[config.mk]
export PLATFORM = sky130hd
export DESIGN_NAME = sbst_sqrt
export DESIGN_NICKNAME = d
export VERILOG_FILES = /design/src/hw/rtl/sbst_sqrt.sv
export VERILOG_INCLUDE_DIRS = /design/src /design/src/hw/rtl
export SDC_FILE = /design/constraint.sdc
export NUM_CORES = 2
export LEC_CHECK = 0
export BUFFER_PORTS_ARGS = -buffer_cell sky130_fd_sc_hd__buf_2
export CAP_MARGIN = 5
export CORE_MARGIN = 10
export CORE_UTILIZATION = 40
export DETAILED_ROUTE_END_ITERATION = 16
export PLACE_DENSITY_LB_ADDON = 0.05
export SYNTH_ARGS = -nofsm -noshare
export SYNTH_HDL_FRONTEND = slang
export SYNTH_SLANG_ARGS = --single-unit
[constraint.sdc]
create_clock -name i_clk -period 8.59 [get_ports i_clk]
set_clock_uncertainty 0.1 [all_clocks]
set_input_delay 0.859 -clock i_clk [delete_from_list [all_inputs] [get_ports i_clk]]
set_output_delay 0.859 -clock i_clk [all_outputs]
set_load 0.02 [all_outputs]
[src/hw/rtl/assert_macros.svh]
// Assertion macros shared by the segment box slab test RTL.
// Included by the modules that check their own pipeline invariants.
`ifndef ASSERT_MACROS_SVH
`define ASSERT_MACROS_SVH

// Same-cycle implication under an active-low reset.
`define SBST_ASSERT_IMPLY(lbl, clk, rst_n, ante, cons) \
    lbl: assert property (@(posedge clk) disable iff (!rst_n) (ante) |-> (cons)) \
        else $error("sbst assertion failed");

// Next-cycle implication under an active-low reset.
`define SBST_ASSERT_NEXT(lbl, clk, rst_n, ante, cons) \
    lbl: assert property (@(posedge clk) disable iff (!rst_n) (ante) |=> (cons)) \
        else $error("sbst assertion failed");

`endif

[src/hw/rtl/sbst_sqrt.sv]
// Pipelined integer square root, one result bit per stage, with side payload.
// Depends on assert_macros.svh; no package content used.
`include "assert_macros.svh"
module sbst_sqrt #(
    parameter int C  = 24,
    parameter int PW = 8
) (
    input  logic            i_clk,
    input  logic            i_rst_n,
    input  logic            i_valid,
    output logic            o_ready,
    input  logic            i_ready,
    output logic            o_valid,
    input  logic [2*C-1:0]  i_radicand,
    input  logic [PW-1:0]   i_pay,
    output logic [C-1:0]    o_root,
    output logic [PW-1:0]   o_pay
);
    localparam int RW = 2 * C;

    logic [C-1:0]  r_root [C];
    logic [RW-1:0] r_rem  [C];
    logic [PW-1:0] r_pay  [C];
    logic          r_v    [C];
    logic          w_rdy  [C+1];

    assign w_rdy[C] = i_ready;

    genvar k;
    generate
        for (k = 0; k < C; k++) begin : g_stage
            localparam int BI = C - 1 - k;
            logic [C-1:0]  w_root_in;
            logic [RW-1:0] w_rem_in;
            logic [PW-1:0] w_pay_in;
            logic          w_v_in;
            logic [RW:0]   w_trial;
            logic          w_take;

            if (k == 0) begin : g_first
                assign w_root_in = '0;
                assign w_rem_in  = i_radicand;
                assign w_pay_in  = i_pay;
                assign w_v_in    = i_valid;
            end else begin : g_next
                assign w_root_in = r_root[k-1];
                assign w_rem_in  = r_rem[k-1];
                assign w_pay_in  = r_pay[k-1];
                assign w_v_in    = r_v[k-1];
            end

            // (root + 2^i)^2 - root^2 = root * 2^(i+1) + 4^i
            assign w_trial = ((RW+1)'(w_root_in) << (BI + 1)) + ((RW+1)'(1) << (2 * BI));
            assign w_take  = w_trial <= {1'b0, w_rem_in};
            assign w_rdy[k] = !r_v[k] || w_rdy[k+1];

            // advance one bit of the root
            always_ff @(posedge i_clk) begin
                if (!i_rst_n) begin
                    r_v[k] <= 1'b0;
                end else if (w_rdy[k]) begin
                    r_v[k] <= w_v_in;
                end
                if (w_rdy[k]) begin
                    r_pay[k]  <= w_pay_in;
                    r_root[k] <= w_take ? (w_root_in | (C'(1) << BI)) : w_root_in;
                    r_rem[k]  <= w_take ? (w_rem_in - w_trial[RW-1:0]) : w_rem_in;
                end
            end
        end
    endgenerate

    assign o_ready = w_rdy[0];
    assign o_valid = r_v[C-1];
    assign o_root  = r_root[C-1];
    assign o_pay   = r_pay[C-1];

    // floor root leaves a remainder no larger than twice the root
    `SBST_ASSERT_IMPLY(a_sqrt_rem, i_clk, i_rst_n, r_v[C-1],
        {1'b0, r_rem[C-1]} <= ((RW+1)'(r_root[C-1]) << 1))

endmodule

# Word-level counts from Yosys, hierarchy flattened
# Memory sizes are Yosys's and may differ from the RTL's.
# Index checks and enable logic that the tools add are counted.
word_totals:
  ff_bits: 0
  mem_count: 4
  elab_cells: 316
  ramBits: 1944
  output_inout_bits: 34
op_classes:
  n_mux: 169
  n_bitwise: 24
  n_addsub: 47
  n_lt_le_gt_ge: 24
  reduce_logical: 48
mem_list:
  columns: ["memory", "words", "word_bits", "read_ports", "rd_ports_with_merged_regs", "write_ports", "line", "text"]
  rows:
  - ["r_rem", 24, 48, 23, 0, 24, "sbst_sqrt.sv:22", "logic [RW-1:0] r_rem [C];"]
  - ["r_root", 24, 24, 24, 0, 24, "sbst_sqrt.sv:21", "logic [C-1:0] r_root [C];"]
  - ["r_pay", 24, 8, 24, 0, 24, "sbst_sqrt.sv:23", "logic [PW-1:0] r_pay [C];"]
  - ["r_v", 24, 1, 24, 0, 24, "sbst_sqrt.sv:24", "logic r_v [C];"]
op_table:
  columns: ["cell", "count"]
  rows:
  - ["48-bit two-way mux", 24]
  - ["1-bit two-way mux", 122]
  - ["47-bit by 45-bit adder with 48-bit output, second input constant", 1]
  - ["26-bit by 48-bit less-or-equal comparator with 1-bit output", 1]
  - ["27-bit by 48-bit less-or-equal comparator with 1-bit output", 1]
  - ["28-bit by 48-bit less-or-equal comparator with 1-bit output", 1]
  - ["29-bit by 48-bit less-or-equal comparator with 1-bit output", 1]
  - ["30-bit by 48-bit less-or-equal comparator with 1-bit output", 1]
  - ["31-bit by 48-bit less-or-equal comparator with 1-bit output", 1]
  - ["32-bit by 48-bit less-or-equal comparator with 1-bit output", 1]
  - ["33-bit by 48-bit less-or-equal comparator with 1-bit output", 1]
  - ["34-bit by 48-bit less-or-equal comparator with 1-bit output", 1]
  - ["35-bit by 48-bit less-or-equal comparator with 1-bit output", 1]
  - ["36-bit by 48-bit less-or-equal comparator with 1-bit output", 1]
  - ["37-bit by 48-bit less-or-equal comparator with 1-bit output", 1]
  - ["38-bit by 48-bit less-or-equal comparator with 1-bit output", 1]
  - ["39-bit by 48-bit less-or-equal comparator with 1-bit output", 1]
  - ["40-bit by 48-bit less-or-equal comparator with 1-bit output", 1]
  - ["41-bit by 48-bit less-or-equal comparator with 1-bit output", 1]
  - ["42-bit by 48-bit less-or-equal comparator with 1-bit output", 1]
  - ["43-bit by 48-bit less-or-equal comparator with 1-bit output", 1]
  - ["44-bit by 48-bit less-or-equal comparator with 1-bit output", 1]
  - ["45-bit by 48-bit less-or-equal comparator with 1-bit output", 1]
  - ["46-bit by 48-bit less-or-equal comparator with 1-bit output", 1]
  - ["other kinds (75)", 144]

# Longest topological paths before layout
# An unclocked memory read counts as a cell.
depth:
  depth_word: 30
  mapped_depth: 14

# Least setup slack after synthesis
# Ideal clock, no wire load.
synth_path:
  kind: "input-to-output"
  start: "input port i_ready"
  end: "output port o_ready"
  path_slack_ns: 0.544
  required_time_ns: 7.631
  arrival_time_ns: 7.087
  stages: 13
  path_cell_list: "and3b_1 and4_1 and2_1 inv_1 nor2_1 and2_1 clkbuf_1 and4_1 clkbuf_1 inv_1 nor2_1 and2_1 nand2_1"
synth_rtl:
  columns: ["item", "line", "text"]
  rows:
  - ["from (decl)", "sbst_sqrt.sv:12", "input logic i_ready,"]
  - ["to (decl)", "sbst_sqrt.sv:11", "output logic o_ready,"]

==> summary.txt <==
Timing
  – Final Slew Violations: 0
  – Fmax: approximately 160 MHz
  – Fin. Hold Viols: 0
  – Final period util: between 70% and 80%
  – Least-Margin Pin Slew: between 1 and 1.5 ns
  – Fin crit period: roughly 6.4 ns
  – Slew margin rel.: around 23%
  – Final setup viols: 0
  – Setup_tns: 0 ns
  – RSZ-0062 raised after global routing: no
  – Worst setup margin: approximately 2.2 ns

Global route
  – Vias in the first global route: 44,039
  – First-pass GRT wire length: about 240 mm
  – Total grt overflow: 0
  – Initial antenna violation count: 3
  – Total GRT Usage: between 10% and 20%
  – Pin count of the biggest net entering global routing: 78

CTS
  – Root buffer cell: clkbuf_16
  – CTS Hold Bufs: 0
  – H-tree depth: 4
  – Cts bufs inserted: 180
  – Clock slew at reported path FFs: 0.06 ns
  – Clock Sink Count: ~1,600
  – CTS max path bufs: 3
  – Later-pin clock latency in the skew report: between 0.8 and 0.9 ns
  – Post-CTS resize count: 0
  – Post-CTS Setup Inserts: 0
  – TritonCTS clock tree: yes

Power
  – Sequential group share of total power: about 49%
  – Worst IR Drop VDD: roughly 0.16 mV
  – Switching fraction of total power: between 20% and 30%
  – PwrDens: roughly 290 nW/um^2
  – Design Power: 24.26 mW
  – P_int: 17.21 mW
  – Clock power frac: 29.8%
  – Pleak: between 30 and 40 nW
  – Combinational Power Share: 20.8%
  – Switch Pwr: around 7 mW

Place
  – DP HPWL: about 110 mm
  – RD Place Congestion: 0.8516
  – # port buffers: a little over 90
  – Worst slack at placement: 2.245 ns

Synth
  – Async SR Flop Fraction: 0%
  – Post-Synthesis Cells: between 5,000 and 6,000
  – Syn_area_per_cell: between 10 and 15 sq um
  – Synth unique cells: 81
  – Mapped Nets: ~6,000
  – Post-synth top area share: about two thirds
  – Most numerous cell in the Yosys netlist: edfxtp_1
  – Ys flop type: edfxtp_1
  – Synth area leaders: edfxtp_1 (66%), ha_1 (5.5%), xnor2_1 (3.1%)
  – EDFF count, synth: 1,619
  – Commonest cells post-synth: edfxtp_1 (1,619), inv_1 (407), nand2_1 (375), ha_1 (322), nor2_1 (303)
  – Post-synthesis sequential area ratio: between 60 and 70%
  – Post-Syn Area: 73,130 sq um
  – Synthesis-stage register bit count: between 1,500 and 2,000
  – Synth warn: 0
  – Synth area leader: edfxtp_1

Floorplan
  – Initial core utilization: 40.33%
  – Row Count: 156
  – Core ar.: 181,300 sq um
  – IO Pins: between 90 and 100
  – Die area: approximately 200,000 sq um
  – DIE HEIGHT: between 400 and 500 microns
  – Die width: ~450 microns

Detailed routing
  – Detail Route Antenna Nets: 0
  – DRT iter0 DRCs: between 2,000 and 2,500
  – Drt drc: 0
  – Via count: approximately 42,000
  – TritonRoute pass-1 iters: 5
  – WL per Instance: between 15 and 20 microns
  – Vias/cell: 5.148
  – Final WL: 151.3 mm

Cells and area
  – Fill cell count: 16,077
  – Layout cell share with drive strength beyond 1: 8.530%
  – Multi-input logic area: 22,720 sq um
  – Layout Nets: 6,073
  – Syn-to-layout area delta: 12.44%
  – Register area: between 40,000 and 50,000 sq um

Worst setup path
  – CP Data Required Time: 7.63 ns
  – Crit-path most repeated cell: and2_1
  – Worst EP arrival: between 5 and 6 ns
  – Setup CP Type: flop to primary output
  – WP buf/inv: 5
  – Slowest stage delay, CP: around 0.43 ns
  – Cells along the critical path: and3b_1 > and4_1 > and2_1 > inv_2 > nor2_1 > buf_4 > and2_1 > and4_1 > inv_2 > nor2_1 > and2_1 > nand2_2 > buf_4 > buf_2
  – Crit start category: flop
  – CP max FO: 58
  – Critical Path End Type: primary output
  – Cell family with most CP delay: simple AND/OR/NAND/NOR gates
  – Critical path's slowest cell: nor2_1

Hold path
  – Tightest Hold Check Type: primary input to flop

Job
  – Max Cap Viol: 0

Outcome
  – Outcome: finished clean
==> power by group through the flow <==
| stage | registers (mW) | clock network [mW] | logic, mW |
|---|---|---|---|
| 2_1_floorplan | 11.6 | 0 | 3.98 |
| 3_3_place_gp | 12.1 | 0 | 5.00 |
| 3_5_place_dp | 12.1 | 0 | 5.06 |
| 4_1_cts | 12.0 | 7.50 | 5.09 |
| 5_1_grt | 12.2 | 7.84 | 5.71 |
| 6_report | 12.0 | 7.23 | 5.05 |
==> state kept, by name, summed over array words and instances, names as in the netlist <==
register  flops
r_root      300
r_v          24
r_rem      1104
r_pay       192
==> worst register-to-register path: stages (launching register included) <==
cell      delay [ns]
edfxtp_1        0.35
and3b_1         0.27
and4_1          0.35
and2_1          0.32
inv_2           0.31
nor2_1          0.43
buf_4           0.21
and2_1          0.39
and4_1          0.44
nand4_1         0.41
or2_2           0.42
buf_4           0.33
and3_1          0.33
==> logic make-up after synthesis <==
family	after synthesis	synth area share (%)
AO/OA/AOI/OAI	951	8.103
XOR/XNOR	475	5.689
adder cells (fa/ha/maj)	322	5.509
buffers and inverters	495	2.553
flip-flops	1620	66.50
multiplexers	59	0.8914
AND/OR/NAND/NOR	1535	10.75
==> worst paths after layout <==
path,startpoint,end,slack [ns],cells past startpoint
worst max-delay path,r_v[2][7],o_ready,2.20,14
worst min-delay path,i_pay[3],r_pay[0][3],0.13,1
worst max register to register,r_v[2][7],r_v[0][5],3.69,12
worst min register to register,r_pay[1][41],r_pay[1][49],0.31,0
==> per-stage QoR <==
step	util [%]	instance area [sq um]	hold slack [ns]	cells
floorplan	-	73130	0.3003	5457
CTS	45.35	82230	0.05606	8208
global route	45.35	82230	0.07634	8208
detailed placement	42.28	76670	0.3045	7879
global placement	42.28	76670	0.3004	7879
finish	45.35	82230	0.1312	8209
==> area by class of cell <==
class	count	share of cell area [%]
tap	2370	3.606
antenna	1	0.003043
multi-input combinational	3342	27.63
inverter	408	1.862
clock buffer	221	5.690
clock inverter	108	1.074
timing repair buffer	139	0.9859
sequential	1620	59.14
==> layer usage <==
metal	part of all wire [%]	wire length (microns)	up-vias	global-route usage, %
met2	53	80190	701	28.42
met1	39	58710	20247	16.14
met3	3.6	5520	321	2.610
met4	4.6	6931	0	6.948
met5	0	0	-	0
li1	-	-	20992	-
==> placed cells by master (no fill, tap or decap), types with 63 or more instances in the layout <==
cell type	n
a21o_1	103
a21oi_1	288
buf_2	93
clkbuf_16	181
edfxtp_1	1619
ha_1	322
inv_1	397
nand2_1	367
nand2b_1	66
nand3_1	93
nand4_1	83
nor2_1	303
nor3_1	137
nor4_1	173
o21a_1	63
o21ai_0	247
xnor2_1	263
xor2_1	212
Note: power is estimated with default switching activity, not from simulation.
