[src/hw/rtl/assert_macros.svh]
// Assertion macros shared by the segment box slab test RTL.
// Included by the modules that check their own pipeline invariants.
`ifndef ASSERT_MACROS_SVH
`define ASSERT_MACROS_SVH

// Same-cycle implication under an active-low reset.
`define SBST_ASSERT_IMPLY(lbl, clk, rst_n, ante, cons) \
    lbl: assert property (@(posedge clk) disable iff (!rst_n) (ante) |-> (cons)) \
        else $error("sbst assertion failed");

// Next-cycle implication under an active-low reset.
`define SBST_ASSERT_NEXT(lbl, clk, rst_n, ante, cons) \
    lbl: assert property (@(posedge clk) disable iff (!rst_n) (ante) |=> (cons)) \
        else $error("sbst assertion failed");

`endif

[src/hw/rtl/sbst_pkg.sv]
// Constants for the segment box slab test pipeline.
// No dependencies; imported by the front end and the top level.
package sbst_pkg;

    // Configuration register indexes
    localparam int REG_IDX_BITS = 2;
    localparam logic [REG_IDX_BITS-1:0] REG_BOX_LEFT   = 2'd0;
    localparam logic [REG_IDX_BITS-1:0] REG_BOX_TOP    = 2'd1;
    localparam logic [REG_IDX_BITS-1:0] REG_BOX_WIDTH  = 2'd2;
    localparam logic [REG_IDX_BITS-1:0] REG_BOX_HEIGHT = 2'd3;

    // Near-zero test: h^2 * (10^12 - 1) < other^2, with 10^12 = 5^12 * 2^12.
    localparam int            NEAR_POW_BITS  = 28;
    localparam logic [27:0]   NEAR_FIVE_POW  = 28'd244140625;
    localparam int            NEAR_SHIFT     = 12;
    // Components at or above 2^NEAR_MAG_BITS can never be near zero.
    localparam int            NEAR_MAG_BITS  = 12;
    localparam int            NEAR_SQ_BITS   = 2 * NEAR_MAG_BITS;
    localparam int            NEAR_PROD_BITS = NEAR_SQ_BITS + NEAR_POW_BITS;
    localparam int            NEAR_CMP_BITS  = NEAR_PROD_BITS + NEAR_SHIFT + 1;

endpackage

[src/hw/rtl/sbst_front.sv]
// Front end of the slab test: slab distances, squares and near-zero flags.
// Three register stages; depends on sbst_pkg and assert_macros.svh.
`include "assert_macros.svh"
module sbst_front
    import sbst_pkg::*;
#(
    parameter int C = 24
) (
    input  logic                  i_clk,
    input  logic                  i_rst_n,
    input  logic                  i_valid,
    output logic                  o_ready,
    input  logic                  i_ready,
    output logic                  o_valid,
    input  logic signed [C-1:0]   i_origin_x,
    input  logic signed [C-1:0]   i_origin_y,
    input  logic signed [C-1:0]   i_heading_x,
    input  logic signed [C-1:0]   i_heading_y,
    input  logic [C-2:0]          i_reach,
    input  logic signed [C-1:0]   i_box_left,
    input  logic signed [C-1:0]   i_box_top,
    input  logic [C-2:0]          i_box_width,
    input  logic [C-2:0]          i_box_height,
    output logic [2*C-1:0]        o_sum,
    output logic signed [C+1:0]   o_ax,
    output logic signed [C+1:0]   o_bx,
    output logic signed [C+1:0]   o_ay,
    output logic signed [C+1:0]   o_by,
    output logic [C-1:0]          o_ahx,
    output logic [C-1:0]          o_ahy,
    output logic [C-2:0]          o_reach,
    output logic                  o_use_x,
    output logic                  o_use_y,
    output logic                  o_ok
);
    localparam int NW = C + 2;
    localparam int SW = 2 * C;

    logic signed [NW-1:0] w_px, w_py, w_lox, w_hix, w_loy, w_hiy;
    logic [C:0]           w_ahx_full, w_ahy_full;
    logic                 w_rdy1, w_rdy2, w_rdy3;

    // stage 1 registers
    logic                 r_v1;
    logic signed [NW-1:0] r_ax1, r_bx1, r_ay1, r_by1;
    logic [C-1:0]         r_ahx1, r_ahy1;
    logic [SW-1:0]        r_hx2_1, r_hy2_1;
    logic [C-2:0]         r_reach1;
    logic                 r_inx1, r_iny1, r_zero1;

    // stage 2 registers
    logic                      r_v2;
    logic signed [NW-1:0]      r_ax2, r_bx2, r_ay2, r_by2;
    logic [C-1:0]              r_ahx2, r_ahy2;
    logic [SW-1:0]             r_sum2;
    logic [NEAR_PROD_BITS-1:0] r_mx2, r_my2;
    logic                      r_smx2, r_smy2;
    logic [C-2:0]              r_reach2;
    logic                      r_inx2, r_iny2, r_zero2;

    // stage 3 registers
    logic                 r_v3;
    logic signed [NW-1:0] r_ax3, r_bx3, r_ay3, r_by3;
    logic [C-1:0]         r_ahx3, r_ahy3;
    logic [SW-1:0]        r_sum3;
    logic [C-2:0]         r_reach3;
    logic                 r_ux3, r_uy3, r_ok3, r_zero3;

    logic [NEAR_CMP_BITS-1:0] w_lhs_x, w_lhs_y, w_rhs;
    logic                     w_near_x, w_near_y, w_use_x, w_use_y;

    // per-stage ready: a stage moves when empty or when the next one moves
    assign w_rdy3  = !r_v3 || i_ready;
    assign w_rdy2  = !r_v2 || w_rdy3;
    assign w_rdy1  = !r_v1 || w_rdy2;
    assign o_ready = w_rdy1;

    // extend coordinates and edges to the distance width
    assign w_px  = NW'(i_origin_x);
    assign w_py  = NW'(i_origin_y);
    assign w_lox = NW'(i_box_left);
    assign w_loy = NW'(i_box_top);
    assign w_hix = w_lox + $signed({2'b00, i_box_width});
    assign w_hiy = w_loy + $signed({2'b00, i_box_height});
    assign w_ahx_full = i_heading_x[C-1] ? (C+1)'(-$signed({i_heading_x[C-1], i_heading_x}))
                                         : {1'b0, i_heading_x};
    assign w_ahy_full = i_heading_y[C-1] ? (C+1)'(-$signed({i_heading_y[C-1], i_heading_y}))
                                         : {1'b0, i_heading_y};

    // stage 1: slab distances, magnitudes, squares, origin-in-slab flags
    always_ff @(posedge i_clk) begin
        if (!i_rst_n) begin
            r_v1 <= 1'b0;
        end else if (w_rdy1) begin
            r_v1 <= i_valid;
        end
        if (w_rdy1) begin
            r_ax1    <= i_heading_x[C-1] ? (w_px - w_hix) : (w_lox - w_px);
            r_bx1    <= i_heading_x[C-1] ? (w_px - w_lox) : (w_hix - w_px);
            r_ay1    <= i_heading_y[C-1] ? (w_py - w_hiy) : (w_loy - w_py);
            r_by1    <= i_heading_y[C-1] ? (w_py - w_loy) : (w_hiy - w_py);
            r_ahx1   <= w_ahx_full[C-1:0];
            r_ahy1   <= w_ahy_full[C-1:0];
            r_hx2_1  <= w_ahx_full[C-1:0] * w_ahx_full[C-1:0];
            r_hy2_1  <= w_ahy_full[C-1:0] * w_ahy_full[C-1:0];
            r_reach1 <= i_reach;
            r_inx1   <= !(w_px < w_lox || w_px > w_hix);
            r_iny1   <= !(w_py < w_loy || w_py > w_hiy);
            r_zero1  <= (i_heading_x == '0) && (i_heading_y == '0);
        end
    end

    // stage 2: sum of squares and scaled squares for the near-zero test
    always_ff @(posedge i_clk) begin
        if (!i_rst_n) begin
            r_v2 <= 1'b0;
        end else if (w_rdy2) begin
            r_v2 <= r_v1;
        end
        if (w_rdy2) begin
            r_ax2    <= r_ax1;
            r_bx2    <= r_bx1;
            r_ay2    <= r_ay1;
            r_by2    <= r_by1;
            r_ahx2   <= r_ahx1;
            r_ahy2   <= r_ahy1;
            r_sum2   <= r_hx2_1 + r_hy2_1;
            r_mx2    <= r_hx2_1[NEAR_SQ_BITS-1:0] * NEAR_FIVE_POW;
            r_my2    <= r_hy2_1[NEAR_SQ_BITS-1:0] * NEAR_FIVE_POW;
            r_smx2   <= (r_ahx1 >> NEAR_MAG_BITS) == '0;
            r_smy2   <= (r_ahy1 >> NEAR_MAG_BITS) == '0;
            r_reach2 <= r_reach1;
            r_inx2   <= r_inx1;
            r_iny2   <= r_iny1;
            r_zero2  <= r_zero1;
        end
    end

    // near zero: h^2 * 5^12 * 2^12 < h^2 + other^2
    assign w_lhs_x  = {1'b0, r_mx2, {NEAR_SHIFT{1'b0}}};
    assign w_lhs_y  = {1'b0, r_my2, {NEAR_SHIFT{1'b0}}};
    assign w_rhs    = NEAR_CMP_BITS'(r_sum2);
    assign w_near_x = r_smx2 && (w_lhs_x < w_rhs);
    assign w_near_y = r_smy2 && (w_lhs_y < w_rhs);
    assign w_use_x  = !((r_ahx2 == '0) || w_near_x);
    assign w_use_y  = !((r_ahy2 == '0) || w_near_y);

    // stage 3: axis use flags and the slab-containment verdict
    always_ff @(posedge i_clk) begin
        if (!i_rst_n) begin
            r_v3 <= 1'b0;
        end else if (w_rdy3) begin
            r_v3 <= r_v2;
        end
        if (w_rdy3) begin
            r_ax3    <= r_ax2;
            r_bx3    <= r_bx2;
            r_ay3    <= r_ay2;
            r_by3    <= r_by2;
            r_ahx3   <= r_ahx2;
            r_ahy3   <= r_ahy2;
            r_sum3   <= r_sum2;
            r_reach3 <= r_reach2;
            r_ux3    <= w_use_x;
            r_uy3    <= w_use_y;
            r_ok3    <= !r_zero2 && (w_use_x || r_inx2) && (w_use_y || r_iny2);
            r_zero3  <= r_zero2;
        end
    end

    assign o_valid = r_v3;
    assign o_sum   = r_sum3;
    assign o_ax    = r_ax3;
    assign o_bx    = r_bx3;
    assign o_ay    = r_ay3;
    assign o_by    = r_by3;
    assign o_ahx   = r_ahx3;
    assign o_ahy   = r_ahy3;
    assign o_reach = r_reach3;
    assign o_use_x = r_ux3;
    assign o_use_y = r_uy3;
    assign o_ok    = r_ok3;

    // a zero direction yields a zero square sum and never passes
    `SBST_ASSERT_NEXT(a_zero_sum, i_clk, i_rst_n, r_v1 && w_rdy2 && r_zero1, r_sum2 == '0)
    `SBST_ASSERT_IMPLY(a_zero_miss, i_clk, i_rst_n, r_v3 && r_zero3, !r_ok3)

endmodule

[config.mk]
export PLATFORM = sky130hd
export DESIGN_NAME = sbst_front
export DESIGN_NICKNAME = d
export VERILOG_FILES = /design/src/hw/rtl/sbst_pkg.sv /design/src/hw/rtl/sbst_front.sv
export VERILOG_INCLUDE_DIRS = /design/src /design/src/hw/rtl
export SDC_FILE = /design/constraint.sdc
export NUM_CORES = 2
export LEC_CHECK = 0
export BUFFER_PORTS_ARGS = -buffer_cell sky130_fd_sc_hd__clkbuf_2
export CAP_MARGIN = 20
export CORE_ASPECT_RATIO = 0.8
export CORE_MARGIN = 3
export CORE_UTILIZATION = 45
export CTS_BUF_LIST = sky130_fd_sc_hd__clkbuf_4 sky130_fd_sc_hd__clkbuf_8
export CTS_CLUSTER_DIAMETER = 120
export DETAILED_ROUTE_END_ITERATION = 16
export GPL_TIMING_DRIVEN = 0
export MAX_ROUTING_LAYER = met4
export PLACE_DENSITY = 0.59
export SLEW_MARGIN = 0
export SYNTH_ARGS = -nofsm -noshare
export SYNTH_HDL_FRONTEND = slang
export SYNTH_SLANG_ARGS = --single-unit
[constraint.sdc]
create_clock -name i_clk -period 33 [get_ports i_clk]
set_input_delay 6.6 -clock i_clk [delete_from_list [all_inputs] [get_ports i_clk]]
set_output_delay 6.6 -clock i_clk [all_outputs]
set_load 0.01 [all_outputs]
## Yosys cells after proc, flatten, opt, wreduce, memory -nomap -nowiden

Cells that the tools add are included.
W data, S select, Z words.

| storage, ports and cells | value |
|---|---|
| register bits | 835 |
| input bits | 217 |
| word-level logic and storage cells | 98 |

| cells by class | value |
|---|---|
| add/sub/neg operators | 13 |
| multipliers | 4 |
| order comparisons | 6 |
| mux-type cells | 6 |
| reductions and logical operators | 28 |

Operators by type and width:

| cell | count |
|---|---|
| $logic_not A24 Y1 | 6 |
| $lt A64 B48 Y1 | 2 |
| $mul A24 B28 Y52 const B | 2 |
| $mux W26 | 4 |
| $sub A24 B24 Y25 | 4 |
| $mul A24 B24 Y48 | 2 |
| $sub A24 B25 Y26 | 2 |
| $sub A25 B24 Y26 | 2 |
| $add A24 B24 Y25 | 2 |
| $gt A24 B25 Y1 | 2 |
| $add A48 B48 Y48 | 1 |
| $lt A24 B24 Y1 | 2 |
| $mux W24 | 2 |
| $neg A24 Y24 | 2 |
| $logic_or A1 B1 Y1 | 9 |
| $logic_not A1 Y1 | 8 |
| $logic_and A1 B1 Y1 | 5 |

## Logic depth before layout (Yosys ltp)

| depth | value |
|---|---|
| depth after elaboration | 7 |
| depth in mapped cells | 38 |

## Least setup slack after synthesis

OpenSTA, ideal clock, no wires.

| timing | value |
|---|---|
| path type | input -> output |
| start point | input i_ready |
| end point | output o_ready |
| arrival time | 12.900 ns |
| required time | 26.400 ns |
| path slack | 13.500 ns |
| stages | 2 |
| buffers on the path | 0 |
| path through | nor2b_1 nand3_1 |

| on the way | value |
|---|---|
| word-level cells in the longest chain between the ends | 3 |

Ends and longest elaborated chain:

| element | line | RTL |
|---|---|---|
| start, declared | sbst_front.sv:13 | `input logic i_ready,` |
| $logic_or A1 B1 Y1 | sbst_front.sv:73 | `assign w_rdy3 = !r_v3 \|\| i_ready;` |
| $logic_or A1 B1 Y1 | sbst_front.sv:74 | `assign w_rdy2 = !r_v2 \|\| w_rdy3;` |
| $logic_or A1 B1 Y1 | sbst_front.sv:75 | `assign w_rdy1 = !r_v1 \|\| w_rdy2;` |
| end, declared | sbst_front.sv:12 | `output logic o_ready,` |

No other way between the ends.

## Worst setup path in the final report

| timing | value |
|---|---|
| start point | input i_heading_y[0] |
| end point | register r_hy2_1[47] (data pin) |

| on the way | value |
|---|---|
| word-level cells in the longest chain between the ends | 3 |

Ends and longest elaborated chain:

| element | line | RTL |
|---|---|---|
| start, declared | sbst_front.sv:18 | `input logic signed [C-1:0] i_heading_y,` |
| $neg A24 Y24 | sbst_front.sv:87 | `assign w_ahy_full = i_heading_y[C-1] ? (C+1)'(-$signed({i_heading_y[C-1], i_heading_y}))` |
| $mux W24 | sbst_front.sv:87 |  |
| via w_ahy_full[20] | sbst_front.sv:40 | `logic [C:0] w_ahx_full, w_ahy_full;` |
| $mul A24 B24 Y48 | sbst_front.sv:105 | `r_hy2_1 <= w_ahy_full[C-1:0] * w_ahy_full[C-1:0];` |
| end signal, assigned | sbst_front.sv:105 |  |
| end, declared | sbst_front.sv:47 | `logic [SW-1:0] r_hx2_1, r_hy2_1;` |

The timed path passes the listed nets, and every way through them passes these cells.
A chain may end at the register's enable or synchronous reset.

==> run summary <==
Avg Cell Area, Syn -> 10.4 sq um
Maxcap violations -> 0
Average routed wire per standard cell -> 21.6 um
Layout net count -> 12.5k
Commonest non-fill, non-tap cell in the layout -> inv_1
Pre-antenna DRT Iters -> 9
Mapped cell area -> 94800 sq um
Total core area -> 209000 sq um
Vias/cell -> 5.27
Critical path data arrival time -> 18.47 ns
Post-DP HPWL -> 228000 um
Detailed Route Iter0 Violations -> 5099
Post-synthesis register bit count -> 827
CTS tree -> done
Fin crit period -> 17.85 ns
Slew HR -> 0.203
# H-tree levels -> 4
Fmax -> 56.0 MHz
Main flop type after synthesis -> edfxtp_1
Die area -> 216000 sq um
Tightest Pin Transition -> 1.19 ns
First-pass GRT wire length -> 422000 um
Most frequent cells in the layout -> inv_1 (2064), fa_1 (1264), ha_1 (1229)
Period utilization -> 0.541
Starting Density -> 0.453
Top fanout value on the critical path -> 11
Total grt overflow -> 0
Initial antenna violation count -> 9
Slew Viols, Final -> 0
RSZ-0062 raised after global routing -> false
Chip Height -> 417 um
Routed Antenna Nets -> 0
# DRC -> 0
Layout cell share with drive strength beyond 1 -> 0.0769
Status -> finished clean
EDFF count, synth -> 824
Gpl congestion -> 0.959
Hold Violations, Final -> 0
I/O Buffers -> 443
Clk_lat worst skew -> 0.90 ns
Post-layout util -> 0.498
Startpoint types -> input pin
Ys async rst share -> 0
CTS Sinks -> 827
Count of cell types in the netlist -> 90
Gr usage total -> 0.264
Clk root buf -> clkbuf_8
Post-CTS Setup Inserts -> 0
WP data required -> 33.63 ns
Ports -> 445
WL final -> 274000 um
Largest net degree at the start of global routing -> 100
Post-CTS sizing -> 0
Nature of the critical path endpoint -> flop
CP peak stage delay -> 0.84 ns
CTS Buf Count -> 145
Setup CP Type -> in -> reg
FP Rows -> 150
Synth warn -> 0
Final setup TNS -> 0 ns
Sequential fraction of the synthesis area -> 0.262
Hold bufs inserted after CTS -> 0
Clk buf depth -> 4
Hold_ws -> 0.373 ns
Layout area overhead -> 9.89%
Clock-pin slew on the worst setup and hold paths -> 0.06 ns
Die Span X -> 519 um
CP max stage cell -> clkbuf_1
Place WS -> 14.33 ns
Vias in the first global route -> 69.8k
Clock skew -> 0.0770 ns
Vias after detailed routing -> 66.8k
Synthesized instance count -> 9104
HP Class -> reg -> reg
Setup violators final -> 0
Filler Cell Count -> 19.3k
Worst setup margin -> 15.15 ns
stage by stage:
stage / instance area (sq um) / std cells
final: 104000 / 12700
after global routing: 104000 / 12700
after CTS: 104000 / 12700
after detailed placement: 101000 / 12400
after global placement: 101000 / 12400
after floorplan: 95000 / 9144
layer usage:
layer	vias to the layer above	GRT usage	routed length, um
li1	31000	-	-
met1	33400	0.374	127000
met2	2084	0.391	120000
met3	361	0.0441	19100
met4	0	0.0713	8060
met5	-	-	0
sequential cells by signal, indices dropped and copies added (netlist names), 46 cells and up:
register / count
r_sum2: 48
r_my2: 50
r_hx2_1: 46
r_mx2: 50
o_sum: 48
r_hy2_1: 46
final timing paths:
kind,cells after the start,slack (ns),start,end
worst max-delay path,37,15.15,i_heading_y[0],r_hy2_1[47]
worst min-delay path,0,0.37,r_by2[5],o_by[5]
worst max register to register,23,25.15,r_hx2_1[13],r_mx2[45]
worst min register to register,0,0.37,r_by2[5],o_by[5]
final cells by class:
class / count / area [sq um] / area share
multi-input combinational: 6035 / 61700 / 0.592
sequential: 827 / 24800 / 0.238
inverter: 2082 / 7820 / 0.0751
tap: 2812 / 3520 / 0.0338
timing repair buffer: 473 / 2720 / 0.0261
clock buffer: 181 / 2290 / 0.0220
buffer: 200 / 758 / 0.00728
clock inverter: 66 / 603 / 0.00579
antenna: 5 / 12.5 / 0.000120
cell families after synthesis:
group	count (synthesis)	share of synthesized area
other	2	0.0000792
AO/OA/AOI/OAI	1440	0.0966
flip-flops	827	0.262
AND/OR/NAND/NOR	1566	0.0760
buffers and inverters	2282	0.0904
adder cells (fa/ha/maj)	2493	0.429
multiplexers	23	0.00244
XOR/XNOR	471	0.0439
synthesized netlist by cell type (28+ instances only):
cell type / n / area, sq um
nor4_1: 43 / 269
xor2_1: 165 / 1450
and3_1: 40 / 250
nand4_1: 64 / 400
nor2b_1: 68 / 425
fa_1: 1264 / 25300
a31oi_1: 43 / 269
a21oi_1: 466 / 2330
and2_1: 28 / 175
o21ai_0: 259 / 1300
nand2_1: 536 / 2010
or3_1: 39 / 244
o21a_1: 56 / 420
a21o_1: 239 / 1790
edfxtp_1: 824 / 24700
clkbuf_1: 178 / 668
o31ai_1: 30 / 225
nor2_1: 482 / 1810
nor3_1: 77 / 385
nand3_1: 67 / 335
a211oi_1: 46 / 345
nand2b_1: 50 / 313
inv_1: 2065 / 7750
xnor2_1: 303 / 2650
ha_1: 1229 / 15400
o21bai_1: 96 / 721
critical path: cells and delay by family:
family                     cells  cell delay (ns)
adders and majority gates      9             4.24
xor gates and xnor gates       2             0.38
and+or+nand+nor                8             2.30
AOI/OAI and AO/OA              6             1.72
buffers and inverters         12             3.21
Power is not shown: default switching activity piles up to over one toggle a cycle in this logic, so the estimate is an artifact.
